$ cat src/design/servo_recipe_sequencer_unit_defines.svh
// Assertion macros shared by the servo recipe sequencer RTL.
`ifndef SERVO_RECIPE_SEQUENCER_UNIT_DEFINES_SVH
`define SERVO_RECIPE_SEQUENCER_UNIT_DEFINES_SVH

// Same-cycle implication, disabled during reset.
`define SRS_ASSERT_NOW(label, clk, rst_n, ante, cons) \
  label: assert property (@(posedge clk) disable iff (!rst_n) (ante) |-> (cons)) \
    else $error("srs assertion failed: same-cycle implication");

// Next-cycle implication, disabled during reset.
`define SRS_ASSERT_NEXT(label, clk, rst_n, ante, cons) \
  label: assert property (@(posedge clk) disable iff (!rst_n) (ante) |=> (cons)) \
    else $error("srs assertion failed: next-cycle implication");

`endif

$ cat src/design/srs_pkg.sv
package srs_pkg;

  localparam int unsigned SRS_RECIPE_DEPTH = 64;
  localparam int unsigned SRS_QUEUE_DEPTH  = 2;

  // Transaction command codes
  localparam logic [1:0] CMD_WRITE = 2'd0;
  localparam logic [1:0] CMD_TICK  = 2'd1;
  localparam logic [1:0] CMD_KEY   = 2'd2;

  // Key codes (ASCII)
  localparam logic [7:0] KEY_PAUSE_LC    = 8'h70;
  localparam logic [7:0] KEY_PAUSE_UC    = 8'h50;
  localparam logic [7:0] KEY_CONTINUE_LC = 8'h63;
  localparam logic [7:0] KEY_CONTINUE_UC = 8'h43;
  localparam logic [7:0] KEY_RESTART_LC  = 8'h62;
  localparam logic [7:0] KEY_RESTART_UC  = 8'h42;
  localparam logic [7:0] KEY_DOWN_LC     = 8'h72;
  localparam logic [7:0] KEY_DOWN_UC     = 8'h52;
  localparam logic [7:0] KEY_UP_LC       = 8'h6C;
  localparam logic [7:0] KEY_UP_UC       = 8'h4C;

  localparam logic [4:0] ARG_MAX_POSITION = 5'd5;
  localparam logic [2:0] POS_MAX          = 3'd5;
  localparam logic [2:0] POS_MIN          = 3'd0;

  typedef enum logic [2:0] {
    ST_PAUSED   = 3'd0,
    ST_RUNNING  = 3'd1,
    ST_MOVING   = 3'd2,
    ST_CMD_ERR  = 3'd3,
    ST_LOOP_ERR = 3'd4,
    ST_FINISHED = 3'd5,
    ST_FORCED   = 3'd6
  } status_e;

  typedef enum logic [2:0] {
    OPC_END     = 3'd0,
    OPC_MOV     = 3'd1,
    OPC_WAIT    = 3'd2,
    OPC_LOOP    = 3'd4,
    OPC_ENDLOOP = 3'd5
  } opcode_e;

  typedef enum logic [2:0] {
    OP_NONE,
    OP_WRITE,
    OP_TICK,
    OP_PAUSE,
    OP_CONTINUE,
    OP_RESTART,
    OP_NUDGE_DOWN,
    OP_NUDGE_UP
  } op_kind_e;

  typedef struct packed {
    logic [1:0] command;
    logic [5:0] load_address;
    logic [7:0] load_byte;
    logic [7:0] key;
  } in_item_t;

  typedef struct packed {
    logic [2:0] status;
    logic [2:0] servo_position;
    logic [4:0] duty_code;
    logic       green_led;
    logic       red_led;
    logic [5:0] recipe_index;
  } res_item_t;

  // Classified transaction handed from front to back
  typedef struct packed {
    op_kind_e   kind;
    logic [5:0] addr;
    logic [7:0] data;
  } op_t;

  function automatic logic [4:0] duty_of(input logic [2:0] pos);
    logic [4:0] duty;
    case (pos)
      3'd0:    duty = 5'd4;
      3'd1:    duty = 5'd7;
      3'd2:    duty = 5'd10;
      3'd3:    duty = 5'd14;
      3'd4:    duty = 5'd17;
      3'd5:    duty = 5'd20;
      default: duty = 5'd0;
    endcase
    return duty;
  endfunction

endpackage

$ cat src/design/srs_fifo.sv
module srs_fifo import srs_pkg::*; #(
  parameter int unsigned WIDTH = 8,
  parameter int unsigned DEPTH = SRS_QUEUE_DEPTH
) (
  input  logic             clk_i,
  input  logic             rst_ni,
  input  logic             push_i,
  input  logic [WIDTH-1:0] wdata_i,
  output logic             full_o,
  input  logic             pop_i,
  output logic [WIDTH-1:0] rdata_o,
  output logic             empty_o
);

  localparam int unsigned PTR_W = (DEPTH > 1) ? $clog2(DEPTH) : 1;
  localparam int unsigned CNT_W = $clog2(DEPTH + 1);

  logic [WIDTH-1:0] mem_q [DEPTH];
  logic [PTR_W-1:0] wr_ptr_q, wr_ptr_d, rd_ptr_q, rd_ptr_d;
  logic [CNT_W-1:0] cnt_q, cnt_d;
  logic             do_push, do_pop;

  function automatic logic [PTR_W-1:0] ptr_inc(input logic [PTR_W-1:0] p);
    return (p == PTR_W'(DEPTH - 1)) ? '0 : p + 1'b1;
  endfunction

  assign full_o  = (cnt_q == CNT_W'(DEPTH));
  assign empty_o = (cnt_q == '0);
  assign do_push = push_i && !full_o;
  assign do_pop  = pop_i && !empty_o;
  assign rdata_o = mem_q[rd_ptr_q];

  always_comb begin
    wr_ptr_d = do_push ? ptr_inc(wr_ptr_q) : wr_ptr_q;
    rd_ptr_d = do_pop ? ptr_inc(rd_ptr_q) : rd_ptr_q;
    cnt_d    = cnt_q;
    if (do_push && !do_pop) begin
      cnt_d = cnt_q + 1'b1;
    end else if (do_pop && !do_push) begin
      cnt_d = cnt_q - 1'b1;
    end
  end

  always_ff @(posedge clk_i or negedge rst_ni) begin
    if (!rst_ni) begin
      wr_ptr_q <= '0;
      rd_ptr_q <= '0;
      cnt_q    <= '0;
    end else begin
      wr_ptr_q <= wr_ptr_d;
      rd_ptr_q <= rd_ptr_d;
      cnt_q    <= cnt_d;
    end
  end

  always_ff @(posedge clk_i) begin
    if (do_push) begin
      mem_q[wr_ptr_q] <= wdata_i;
    end
  end

endmodule

$ cat src/design/srs_front.sv
module srs_front import srs_pkg::*; #(
  parameter int unsigned QUEUE_DEPTH = SRS_QUEUE_DEPTH
) (
  input  logic     clk_i,
  input  logic     rst_ni,
  input  logic     push_i,
  input  in_item_t item_i,
  output logic     full_o,
  input  logic     op_pop_i,
  output op_t      op_o,
  output logic     op_empty_o
);

  op_t                  op_cls;
  logic [$bits(op_t)-1:0] op_raw;

  // Classify the transaction: decode the key set here so the back sees one op code
  always_comb begin
    op_cls.kind = OP_NONE;
    op_cls.addr = item_i.load_address;
    op_cls.data = item_i.load_byte;
    case (item_i.command)
      CMD_WRITE: op_cls.kind = OP_WRITE;
      CMD_TICK:  op_cls.kind = OP_TICK;
      CMD_KEY: begin
        if (item_i.key inside {KEY_PAUSE_LC, KEY_PAUSE_UC}) begin
          op_cls.kind = OP_PAUSE;
        end else if (item_i.key inside {KEY_CONTINUE_LC, KEY_CONTINUE_UC}) begin
          op_cls.kind = OP_CONTINUE;
        end else if (item_i.key inside {KEY_RESTART_LC, KEY_RESTART_UC}) begin
          op_cls.kind = OP_RESTART;
        end else if (item_i.key inside {KEY_DOWN_LC, KEY_DOWN_UC}) begin
          op_cls.kind = OP_NUDGE_DOWN;
        end else if (item_i.key inside {KEY_UP_LC, KEY_UP_UC}) begin
          op_cls.kind = OP_NUDGE_UP;
        end
      end
      default:   op_cls.kind = OP_NONE;
    endcase
  end

  srs_fifo #(
    .WIDTH ($bits(op_t)),
    .DEPTH (QUEUE_DEPTH)
  ) u_op_queue (
    .clk_i   (clk_i),
    .rst_ni  (rst_ni),
    .push_i  (push_i),
    .wdata_i (op_cls),
    .full_o  (full_o),
    .pop_i   (op_pop_i),
    .rdata_o (op_raw),
    .empty_o (op_empty_o)
  );

  assign op_o = op_t'(op_raw);

endmodule

$ cat src/design/srs_back.sv
module srs_back import srs_pkg::*; #(
  parameter int unsigned RECIPE_DEPTH = SRS_RECIPE_DEPTH
) (
  input  logic      clk_i,
  input  logic      rst_ni,
  input  op_t       op_i,
  input  logic      op_empty_i,
  output logic      op_pop_o,
  input  logic      res_full_i,
  output logic      res_push_o,
  output res_item_t res_o
);

  localparam int unsigned IDX_W = $clog2(RECIPE_DEPTH);

  status_e            status_q, status_d;
  logic [IDX_W-1:0]   idx_q, idx_d, loop_start_q, loop_start_d;
  logic [4:0]         tick_q, tick_d, loop_rem_q, loop_rem_d, duty_q, duty_d;
  logic               loop_act_q, loop_act_d, nudge_q, nudge_d;
  logic               green_q, green_d, red_q, red_d;
  logic [2:0]         pos_q, pos_d;

  logic [7:0]         mem_q [RECIPE_DEPTH];
  logic [RECIPE_DEPTH-1:0] valid_q;
  logic [7:0]         rd_q, fwd_data_q;
  logic               rd_vld_q, fwd_q;

  logic               exec, wr_en;
  logic [IDX_W-1:0]   waddr;
  logic [7:0]         entry;
  logic [2:0]         opc;
  logic [4:0]         arg;
  logic [2:0]         steps;
  logic [4:0]         travel;

  function automatic logic [IDX_W-1:0] idx_inc(input logic [IDX_W-1:0] i);
    return (i == IDX_W'(RECIPE_DEPTH - 1)) ? '0 : i + 1'b1;
  endfunction

  assign exec       = !op_empty_i && !res_full_i;
  assign op_pop_o   = exec;
  assign res_push_o = exec;
  assign wr_en      = exec && (op_i.kind == OP_WRITE);
  assign waddr      = IDX_W'(op_i.addr);

  // Entry at the current index, prefetched into a register; a write to it is forwarded
  assign entry = fwd_q ? fwd_data_q : (rd_vld_q ? rd_q : 8'h00);
  assign opc   = entry[7:5];
  assign arg   = entry[4:0];
  assign steps = (arg[2:0] >= pos_q) ? (arg[2:0] - pos_q) : (pos_q - arg[2:0]);
  assign travel = {1'b0, steps, 1'b0};

  always_comb begin
    status_d     = status_q;
    idx_d        = idx_q;
    loop_start_d = loop_start_q;
    tick_d       = tick_q;
    loop_rem_d   = loop_rem_q;
    loop_act_d   = loop_act_q;
    nudge_d      = nudge_q;
    green_d      = green_q;
    red_d        = red_q;
    pos_d        = pos_q;
    duty_d       = duty_q;
    if (exec) begin
      case (op_i.kind)
        OP_TICK: begin
          if (status_q == ST_RUNNING || status_q == ST_MOVING) begin
            case (opc)
              OPC_WAIT: begin
                if (tick_q == arg) begin
                  idx_d  = idx_inc(idx_q);
                  tick_d = '0;
                end else begin
                  tick_d = tick_q + 5'd1;
                end
              end
              OPC_MOV: begin
                if (arg <= ARG_MAX_POSITION) begin
                  duty_d = duty_of(arg[2:0]);
                  if (tick_q == travel) begin
                    status_d = ST_RUNNING;
                    pos_d    = arg[2:0];
                    idx_d    = idx_inc(idx_q);
                    tick_d   = '0;
                  end else begin
                    status_d = ST_MOVING;
                    tick_d   = tick_q + 5'd1;
                  end
                end else begin
                  status_d = ST_CMD_ERR;
                end
              end
              OPC_LOOP: begin
                if (loop_act_q) begin
                  status_d = ST_LOOP_ERR;
                end else begin
                  loop_start_d = idx_q;
                  loop_rem_d   = arg;
                  loop_act_d   = 1'b1;
                  idx_d        = idx_inc(idx_q);
                end
              end
              OPC_ENDLOOP: begin
                // A stray end-of-loop acts on the counter just the same
                if (loop_rem_q == '0) begin
                  loop_act_d = 1'b0;
                  idx_d      = idx_inc(idx_q);
                end else begin
                  loop_rem_d = loop_rem_q - 5'd1;
                  idx_d      = idx_inc(loop_start_q);
                end
              end
              OPC_END: status_d = ST_FINISHED;
              default: status_d = ST_CMD_ERR;
            endcase
          end else if (status_q == ST_FORCED) begin
            if (nudge_q) begin
              nudge_d  = 1'b0;
              status_d = ST_PAUSED;
            end else begin
              nudge_d = 1'b1;
            end
          end
          case (status_d)
            ST_RUNNING:  begin green_d = 1'b1; red_d = 1'b0; end
            ST_PAUSED:   begin green_d = 1'b0; red_d = 1'b0; end
            ST_CMD_ERR:  begin green_d = 1'b0; red_d = 1'b1; end
            ST_LOOP_ERR: begin green_d = 1'b1; red_d = 1'b1; end
            default:     begin green_d = green_q; red_d = red_q; end
          endcase
        end
        OP_PAUSE: begin
          if (!(status_q inside {ST_CMD_ERR, ST_LOOP_ERR, ST_FINISHED})) begin
            status_d = ST_PAUSED;
          end
        end
        OP_CONTINUE: begin
          if (!(status_q inside {ST_CMD_ERR, ST_LOOP_ERR, ST_FINISHED})) begin
            status_d = ST_RUNNING;
          end
        end
        OP_RESTART: begin
          status_d = ST_RUNNING;
          idx_d    = '0;
        end
        OP_NUDGE_DOWN: begin
          if (status_q == ST_PAUSED && pos_q != POS_MIN && pos_q <= POS_MAX) begin
            status_d = ST_FORCED;
            pos_d    = pos_q - 3'd1;
            duty_d   = duty_of(pos_q - 3'd1);
          end
        end
        OP_NUDGE_UP: begin
          if (status_q == ST_PAUSED && pos_q < POS_MAX) begin
            status_d = ST_FORCED;
            pos_d    = pos_q + 3'd1;
            duty_d   = duty_of(pos_q + 3'd1);
          end
        end
        default: ;
      endcase
    end
  end

  always_comb begin
    res_o.status         = status_d;
    res_o.servo_position = pos_d;
    res_o.duty_code      = duty_d;
    res_o.green_led      = green_d;
    res_o.red_led        = red_d;
    res_o.recipe_index   = 6'(idx_d);
  end

  always_ff @(posedge clk_i or negedge rst_ni) begin
    if (!rst_ni) begin
      status_q     <= ST_PAUSED;
      idx_q        <= '0;
      loop_start_q <= '0;
      tick_q       <= '0;
      loop_rem_q   <= '0;
      loop_act_q   <= 1'b0;
      nudge_q      <= 1'b0;
      green_q      <= 1'b0;
      red_q        <= 1'b0;
      pos_q        <= '0;
      duty_q       <= '0;
    end else begin
      status_q     <= status_d;
      idx_q        <= idx_d;
      loop_start_q <= loop_start_d;
      tick_q       <= tick_d;
      loop_rem_q   <= loop_rem_d;
      loop_act_q   <= loop_act_d;
      nudge_q      <= nudge_d;
      green_q      <= green_d;
      red_q        <= red_d;
      pos_q        <= pos_d;
      duty_q       <= duty_d;
    end
  end

  // Recipe store: unwritten entries read as the end marker through the valid bits
  always_ff @(posedge clk_i) begin
    if (wr_en) begin
      mem_q[waddr] <= op_i.data;
    end
    rd_q       <= mem_q[idx_d];
    fwd_data_q <= op_i.data;
  end

  always_ff @(posedge clk_i or negedge rst_ni) begin
    if (!rst_ni) begin
      valid_q  <= '0;
      rd_vld_q <= 1'b0;
      fwd_q    <= 1'b0;
    end else begin
      if (wr_en) begin
        valid_q[waddr] <= 1'b1;
      end
      rd_vld_q <= valid_q[idx_d];
      fwd_q    <= wr_en && (waddr == idx_d);
    end
  end

endmodule

$ cat src/design/servo_recipe_sequencer_unit.sv
// Servo recipe sequencer: one servo channel stepping through a stored recipe.
// Input queue side: push/full with item_i. Each transaction is a recipe byte
//   write, a tick or a user key (p pause, c continue,
//   b restart, r/l nudge while paused). Every transaction yields one result.
// Result queue side: empty/pop with result_o giving status, servo position,
//   PWM duty code, the two lamps and the next recipe index.
// Order: a taken transaction is registered in the op queue, the executor runs
//   it from there, and its result is registered in the result queue, where
//   it shows on result_o and can be popped.
// Throughput: one transaction per cycle while the result queue has room. The
//   executor prefetches the recipe entry at the next index into a register,
//   so every tick finds its entry ready; the recipe memory read is registered.
// Stall: when pop stays low the result queue fills, the executor holds, the
//   op queue fills and full rises; nothing is dropped.
// Reset (rst_ni low, asynchronous): both queues empty, status paused, index,
//   counters, loop state, position, duty and lamps cleared. The recipe store
//   reads as all end markers through per-entry valid bits, no clearing pass.
// RECIPE_DEPTH must be a power of two; indexes and addresses wrap modulo it.
`include "servo_recipe_sequencer_unit_defines.svh"

module servo_recipe_sequencer_unit import srs_pkg::*; #(
  parameter int unsigned RECIPE_DEPTH = SRS_RECIPE_DEPTH,
  parameter int unsigned QUEUE_DEPTH  = SRS_QUEUE_DEPTH
) (
  input  logic      clk_i,
  input  logic      rst_ni,
  input  logic      push,
  input  in_item_t  item_i,
  output logic      full,
  input  logic      pop,
  output res_item_t result_o,
  output logic      empty
);

  op_t                          op;
  logic                         op_empty, op_pop;
  logic                         res_full, res_push;
  res_item_t                    res;
  logic [$bits(res_item_t)-1:0] res_raw;

  // Front: take transactions and classify them into ops
  srs_front #(
    .QUEUE_DEPTH (QUEUE_DEPTH)
  ) u_front (
    .clk_i      (clk_i),
    .rst_ni     (rst_ni),
    .push_i     (push),
    .item_i     (item_i),
    .full_o     (full),
    .op_pop_i   (op_pop),
    .op_o       (op),
    .op_empty_o (op_empty)
  );

  // Back: execute one op per cycle, while the result queue has room, against the recipe and servo state
  srs_back #(
    .RECIPE_DEPTH (RECIPE_DEPTH)
  ) u_back (
    .clk_i      (clk_i),
    .rst_ni     (rst_ni),
    .op_i       (op),
    .op_empty_i (op_empty),
    .op_pop_o   (op_pop),
    .res_full_i (res_full),
    .res_push_o (res_push),
    .res_o      (res)
  );

  // Result queue: decouple the executor from the consumer
  srs_fifo #(
    .WIDTH ($bits(res_item_t)),
    .DEPTH (QUEUE_DEPTH)
  ) u_res_queue (
    .clk_i   (clk_i),
    .rst_ni  (rst_ni),
    .push_i  (res_push),
    .wdata_i (res),
    .full_o  (res_full),
    .pop_i   (pop),
    .rdata_o (res_raw),
    .empty_o (empty)
  );

  assign result_o = res_item_t'(res_raw);

  // Hold the executor while the result queue has no room
  `SRS_ASSERT_NOW(a_no_push_when_res_full, clk_i, rst_ni, res_full, !res_push)
  // An accepted transaction is waiting in the op queue on the next cycle
  `SRS_ASSERT_NEXT(a_accept_reaches_queue, clk_i, rst_ni, push && !full, !op_empty)
  // The servo never reports a position outside 0..5
  `SRS_ASSERT_NOW(a_position_in_range, clk_i, rst_ni, !empty, result_o.servo_position <= POS_MAX)

endmodule

$ cat config.mk
export PLATFORM = sky130hd
export DESIGN_NAME = servo_recipe_sequencer_unit
export DESIGN_NICKNAME = d
export VERILOG_FILES = /design/src/design/srs_pkg.sv /design/src/design/srs_fifo.sv /design/src/design/srs_front.sv /design/src/design/srs_back.sv /design/src/design/servo_recipe_sequencer_unit.sv
export VERILOG_INCLUDE_DIRS = /design/src /design/src/design
export SDC_FILE = /design/constraint.sdc
export NUM_CORES = 1
export LEC_CHECK = 0
export BUFFER_PORTS_ARGS = -buffer_cell sky130_fd_sc_hd__buf_2
export CORE_ASPECT_RATIO = 1.75
export CORE_UTILIZATION = 63
export DETAILED_ROUTE_END_ITERATION = 10
export PLACE_DENSITY_LB_ADDON = 0.05
export SYNTH_ARGS = -nofsm -noshare
export SYNTH_HDL_FRONTEND = slang
export SYNTH_SLANG_ARGS = --single-unit
$ cat constraint.sdc
create_clock -name clk_i -period 6.3 [get_ports clk_i]
set_input_delay 1.89 -clock clk_i [delete_from_list [all_inputs] [get_ports clk_i]]
set_output_delay 1.89 -clock clk_i [all_outputs]
set_load 0.03 [all_outputs]
==> tab_implementation.tex <==
\begin{tabular}{lr}
\hline
Metric & Value \\
\hline
\multicolumn{2}{l}{\textbf{Outcome}} \\
\quad Status & complete, no violations \\
\multicolumn{2}{l}{\textbf{Placed design}} \\
\quad Area post-placement & 33,500 µm² \\
\quad Port Buf Inserts & 47 \\
\quad Last weighted congestion value of the routability-driven placer & 0.958 \\
\quad HPWL reported at the end of detailed placement & $\sim$56,000 µm \\
\multicolumn{2}{l}{\textbf{Clock network}} \\
\quad Count of buffers added by post-CTS timing repair for setup & 0 \\
\quad Root Buffer Master & sky130\_fd\_sc\_hd\_\_clkbuf\_16 \\
\quad Number of H-tree branching levels & 2 \\
\quad Hold Buf Count CTS & 0 \\
\quad Clk Latency, worst-skew pair & 610 ps \\
\quad Deepest clock path buffer count & 3 \\
\quad Clock slew at reported path FFs & 60 ps \\
\quad Sink count of the clock tree & slightly above 700 \\
\quad TritonCTS clock tree & built \\
\quad Clock buffers created by TritonCTS & 61 \\
\quad Post-cts gate resize count & 0 \\
\multicolumn{2}{l}{\textbf{Cells and area}} \\
\quad Proportion of layout cells with a drive suffix above 1 & 14.2\% \\
\quad Final Cell Area & between 30,000 and 40,000 µm² \\
\quad Antenna diode count & 0 \\
\quad Count of filler cells inserted in the layout & 3,544 \\
\quad Area overhead of the layout relative to synthesis & 10.4\% \\
\quad Nets & roughly 2,600 \\
\quad Leading cell types in the layout, fill and taps excluded & 584 x sky130\_fd\_sc\_hd\_\_edfxtp\_1, 166 x sky130\_fd\_sc\_hd\_\_o21ai\_0, 147 x sky130\_fd\_sc\_hd\_\_and3\_1 \\
\quad Most common library cell in the layout ignoring fill and taps & sky130\_fd\_sc\_hd\_\_edfxtp\_1 \\
\multicolumn{2}{l}{\textbf{Yosys}} \\
\quad Xor and xnor fraction of the mapped netlist area & less than 1\% \\
\quad Post-Synth Simple-Gate Area & 10.6\% \\
\quad Number of standard cells after synthesis & 2,578 \\
\quad Top cells by area, synth & sky130\_fd\_sc\_hd\_\_edfxtp\_1 54\%, sky130\_fd\_sc\_hd\_\_dfrtp\_1 8.6\%, sky130\_fd\_sc\_hd\_\_a211oi\_1 3.3\% \\
\quad Post-synth top flop & sky130\_fd\_sc\_hd\_\_edfxtp\_1 \\
\quad Adder-cell share of the synthesized area & less than 1\% \\
\quad Count of cell types in the netlist & slightly above 80 \\
\quad Proportion of synthesized flip-flops having asynchronous set or reset & 15.6\% \\
\quad Fraction of the yosys area taken by sequential cells & 63.9\% \\
\quad Share of the synthesized area in the top cell type & 54.3\% \\
\quad Yosys Warn Count & 0 \\
\quad Post-synthesis cell area & about 32,000 µm² \\
\quad Synth Register Bits & 711 \\
\quad Main combinational cell family by area after synthesis & compound AO/OA/AOI/OAI gates \\
\quad Average footprint of a synthesized cell & 12.5 µm² \\
\quad Post-Syn Nets & 2,625 \\
\quad Synth area leader & sky130\_fd\_sc\_hd\_\_edfxtp\_1 \\
\quad Compound-cell area share of the yosys netlist & 18.2\% \\
\quad Proportion of synthesized area in mux cells & 1.57\% \\
\quad Number of enable-type register cells in the synthesized netlist & between 500 and 600 \\
\multicolumn{2}{l}{\textbf{Power}} \\
\quad Pwr per Cell Area & 379 nW/µm² \\
\quad Max IR drop VDD & $\sim$0.28 mV \\
\quad Static Leak & 12.7 nW \\
\multicolumn{2}{l}{\textbf{Die}} \\
\quad Initial standard-cell utilization of the core & 63.8\% \\
\quad Chip height & 302 µm \\
\quad Floorplan die area & 52,200 µm² \\
\quad Number of placed I/O pins & 49 \\
\quad Die width & around 170 µm \\
\quad Floorplan core area & 50,600 µm² \\
\quad Std-Cell Rows & 109 \\
\multicolumn{2}{l}{\textbf{Global routing}} \\
\quad Leftover overflow at the end of global routing & 0 \\
\quad Antenna violations before repair & 0 \\
\quad Pin count of the biggest net entering global routing & 154 \\
\quad Vias in the first global route & $\sim$23,000 \\
\quad Total track usage & 35.3\% \\
\quad Wire length of the first global-routing pass & 138,000 µm \\
\multicolumn{2}{l}{\textbf{Timing}} \\
\quad RSZ-0062 raised after global routing & false \\
\quad Setup TNS after final layout & 0 ps \\
\quad Post-layout min period & roughly 6000 ps \\
\quad Max-slew violation total from the final report & 0 \\
\quad Highest clock frequency the design can meet & approximately 0.17 GHz \\
\quad Setup violations, final & 0 \\
\quad Final period util & 95.6\% \\
\quad Final hold violation count & 0 \\
\quad Final setup skew & 15.2 ps \\
\quad Slew at the pin with the worst max-slew slack & about 1300 ps \\
\quad Relative slew slack & 11.3\% \\
\multicolumn{2}{l}{\textbf{Critical path}} \\
\quad Crit-path max FO & between 40 and 50 \\
\quad Critical R2R Launch & u\_back.fwd\_q \\
\quad Startpoint type of the worst setup path & flip-flop \\
\quad Biggest cell delay along the critical path & roughly 560 ps \\
\quad Reg2reg path depth & 18 \\
\quad Critical path class & reg -> reg \\
\quad End of the worst register-to-register path & u\_back.rd\_vld\_q \\
\quad Register-to-register path setup slack & around 280 ps \\
\quad Cell-by-cell trace of the critical path & and3b\_1, nor2\_1, inv\_1, ha\_1, fa\_1, nand2b\_1, o2bb2ai\_1, a311oi\_1, mux2i\_1, a31oi\_1, o211ai\_4, buf\_12, buf\_4, and3\_1, o311ai\_0, a22oi\_1, nand4\_1, o22ai\_1 \\
\quad Endpoint class of the critical path & flip-flop \\
\quad Critical path's slowest cell & sky130\_fd\_sc\_hd\_\_a31oi\_1 \\
\quad Worst path arrival time & 6500 ps \\
\quad Data required time at the worst endpoint & between 6000 and 7000 ps \\
\multicolumn{2}{l}{\textbf{Routing}} \\
\quad Via count of the routed design & 23,100 \\
\quad Remaining routing DRC violations & 0 \\
\quad ANT nets after route & 0 \\
\quad DRT Pass-1 Iters & 5 \\
\quad Mean routed wirelength per cell & between 20 and 30 µm \\
\quad Wirelength, routed & 91,700 µm \\
\quad Via density & 7.05 \\
\quad Number of violations reported at the end of detailed-routing iteration 0 & around 2,600 \\
\multicolumn{2}{l}{\textbf{Hold path}} \\
\quad Number of stages on the worst hold path & 1 \\
\quad Hold path endpoint & u\_back.valid\_q[29] \\
\quad Hold path startpoint & u\_back.valid\_q[29] \\
\quad Worst min-delay path category & reg -> reg \\
\multicolumn{2}{l}{\textbf{Run}} \\
\quad Max-capacitance violation count & 0 \\
\hline
\end{tabular}
[cells in the mapped netlist, types with 9 or more instances]
| cell type | n |
|---|---|
| sky130_fd_sc_hd__buf_1 | 9 |
| sky130_fd_sc_hd__nor2b_1 | 10 |
| sky130_fd_sc_hd__mux2i_1 | 10 |
| sky130_fd_sc_hd__mux2_2 | 35 |
| sky130_fd_sc_hd__nand2b_1 | 9 |
| sky130_fd_sc_hd__and2_1 | 10 |
| sky130_fd_sc_hd__xnor2_1 | 26 |
| sky130_fd_sc_hd__nor2_1 | 114 |
| sky130_fd_sc_hd__nand3b_1 | 9 |
| sky130_fd_sc_hd__dfrtp_1 | 111 |
| sky130_fd_sc_hd__o22ai_1 | 14 |
| sky130_fd_sc_hd__a211oi_1 | 141 |
| sky130_fd_sc_hd__ha_1 | 17 |
| sky130_fd_sc_hd__a2bb2oi_1 | 10 |
| sky130_fd_sc_hd__a21oi_1 | 38 |
| sky130_fd_sc_hd__buf_2 | 28 |
| sky130_fd_sc_hd__and3_1 | 147 |
| sky130_fd_sc_hd__nand3_1 | 67 |
| sky130_fd_sc_hd__o311ai_0 | 61 |
| sky130_fd_sc_hd__edfxtp_1 | 584 |
| sky130_fd_sc_hd__a32oi_1 | 77 |
| sky130_fd_sc_hd__nor3_1 | 17 |
| sky130_fd_sc_hd__a22oi_1 | 32 |
| sky130_fd_sc_hd__inv_1 | 104 |
| sky130_fd_sc_hd__nand4_1 | 85 |
| sky130_fd_sc_hd__a21boi_0 | 74 |
| sky130_fd_sc_hd__a31oi_1 | 17 |
| sky130_fd_sc_hd__o21ai_0 | 166 |
| sky130_fd_sc_hd__o311a_1 | 9 |
| sky130_fd_sc_hd__or2_2 | 59 |
| sky130_fd_sc_hd__nand2_1 | 84 |
| sky130_fd_sc_hd__o2111ai_1 | 81 |
| sky130_fd_sc_hd__o22a_1 | 18 |
| sky130_fd_sc_hd__dfxtp_1 | 16 |
| sky130_fd_sc_hd__clkbuf_1 | 184 |
[worst max path at each step]
stage	from	end	cells after the start
3_5_place_dp	u_back.fwd_q	u_back.rd_vld_q	17
3_3_place_gp	u_back.fwd_q	u_back.rd_vld_q	17
4_1_cts	u_back.fwd_q	u_back.rd_vld_q	18
5_1_grt	u_back.fwd_q	u_back.rd_vld_q	18
2_1_floorplan	u_back.fwd_q	u_back.fwd_q	19
6_report	u_back.fwd_q	u_back.rd_vld_q	18
[where the power goes]
part           leakage (nW)  internal [W]  switching (W)
Sequential             6.92       0.00611       0.000287
Clock                  1.07       0.00229        0.00168
Combinational          4.71      0.000954        0.00220
Total                  12.7       0.00936        0.00417
[per-layer routing]
metal / wire (µm) / GRT usage [%] / part of all wire (%)
met1: 31200 / 40.4 / 34
met2: 46900 / 61.3 / 51
met3: 6440 / 4.64 / 7.0
met4: 7090 / 25.4 / 7.7
met5: 0 / 0 / 0
[metrics by stage]
| stage | cells | total power (W) | hold WS, ps | setup slack, ps | util [%] |
|---|---|---|---|---|---|
| finish | 3283 | 0.0135 | 458 | 279 | 70.5 |
| global route | 3283 | 0.0139 | 462 | 11.8 | 70.5 |
| CTS | 3283 | 0.0135 | 459 | 519 | 70.5 |
| detailed placement | 3167 | 0.00957 | 443 | 558 | 66.2 |
| global placement | 3167 | 0.00946 | 440 | 593 | 66.2 |
| floorplan | 2578 | 0.00833 | 428 | 1770 | - |
[state kept, by name, indices dropped and copies added, names as in the netlist, 6 cells and up]
| signal | count |
|---|---|
| u_back.mem_q | 512 |
| u_back.valid_q | 64 |
| u_back.fwd_data_q | 8 |
| u_back.loop_start_q | 6 |
| u_res_queue.mem_q | 38 |
| u_back.rd_q | 8 |
| u_back.idx_q | 6 |
| u_front.u_op_queue.mem_q | 34 |
[final cells by class]
class,instances,area (µm²),area share (%)
tap,666,833,2.34
inverter,106,398,1.12
clock inverter,31,344,0.965
clock buffer,85,1810,5.08
timing repair buffer,147,1200,3.38
multi-input combinational,1537,10400,29.3
sequential,711,20600,57.9
[critical path: cells and delay by family, from the launching register on]
family | cells | cell delay, ps
AO/OA/AOI/OAI | 7 | 2180
flip-flops | 1 | 390
buffers and inverters | 3 | 800
multiplexers | 1 | 550
adder cells (fa/ha/maj) | 2 | 750
AND/OR/NAND/NOR | 5 | 1190
[logic make-up (layout without fill, tap and decap cells)]
| group | after synthesis | in the layout |
|---|---|---|
| AO/OA/AOI/OAI | 803 | 803 |
| XOR/XNOR | 34 | 34 |
| adder cells (fa/ha/maj) | 19 | 19 |
| buffers and inverters | 330 | 369 |
| flip-flops | 711 | 711 |
| multiplexers | 46 | 46 |
| AND/OR/NAND/NOR | 635 | 635 |
Power figures use the tool's default switching activity.
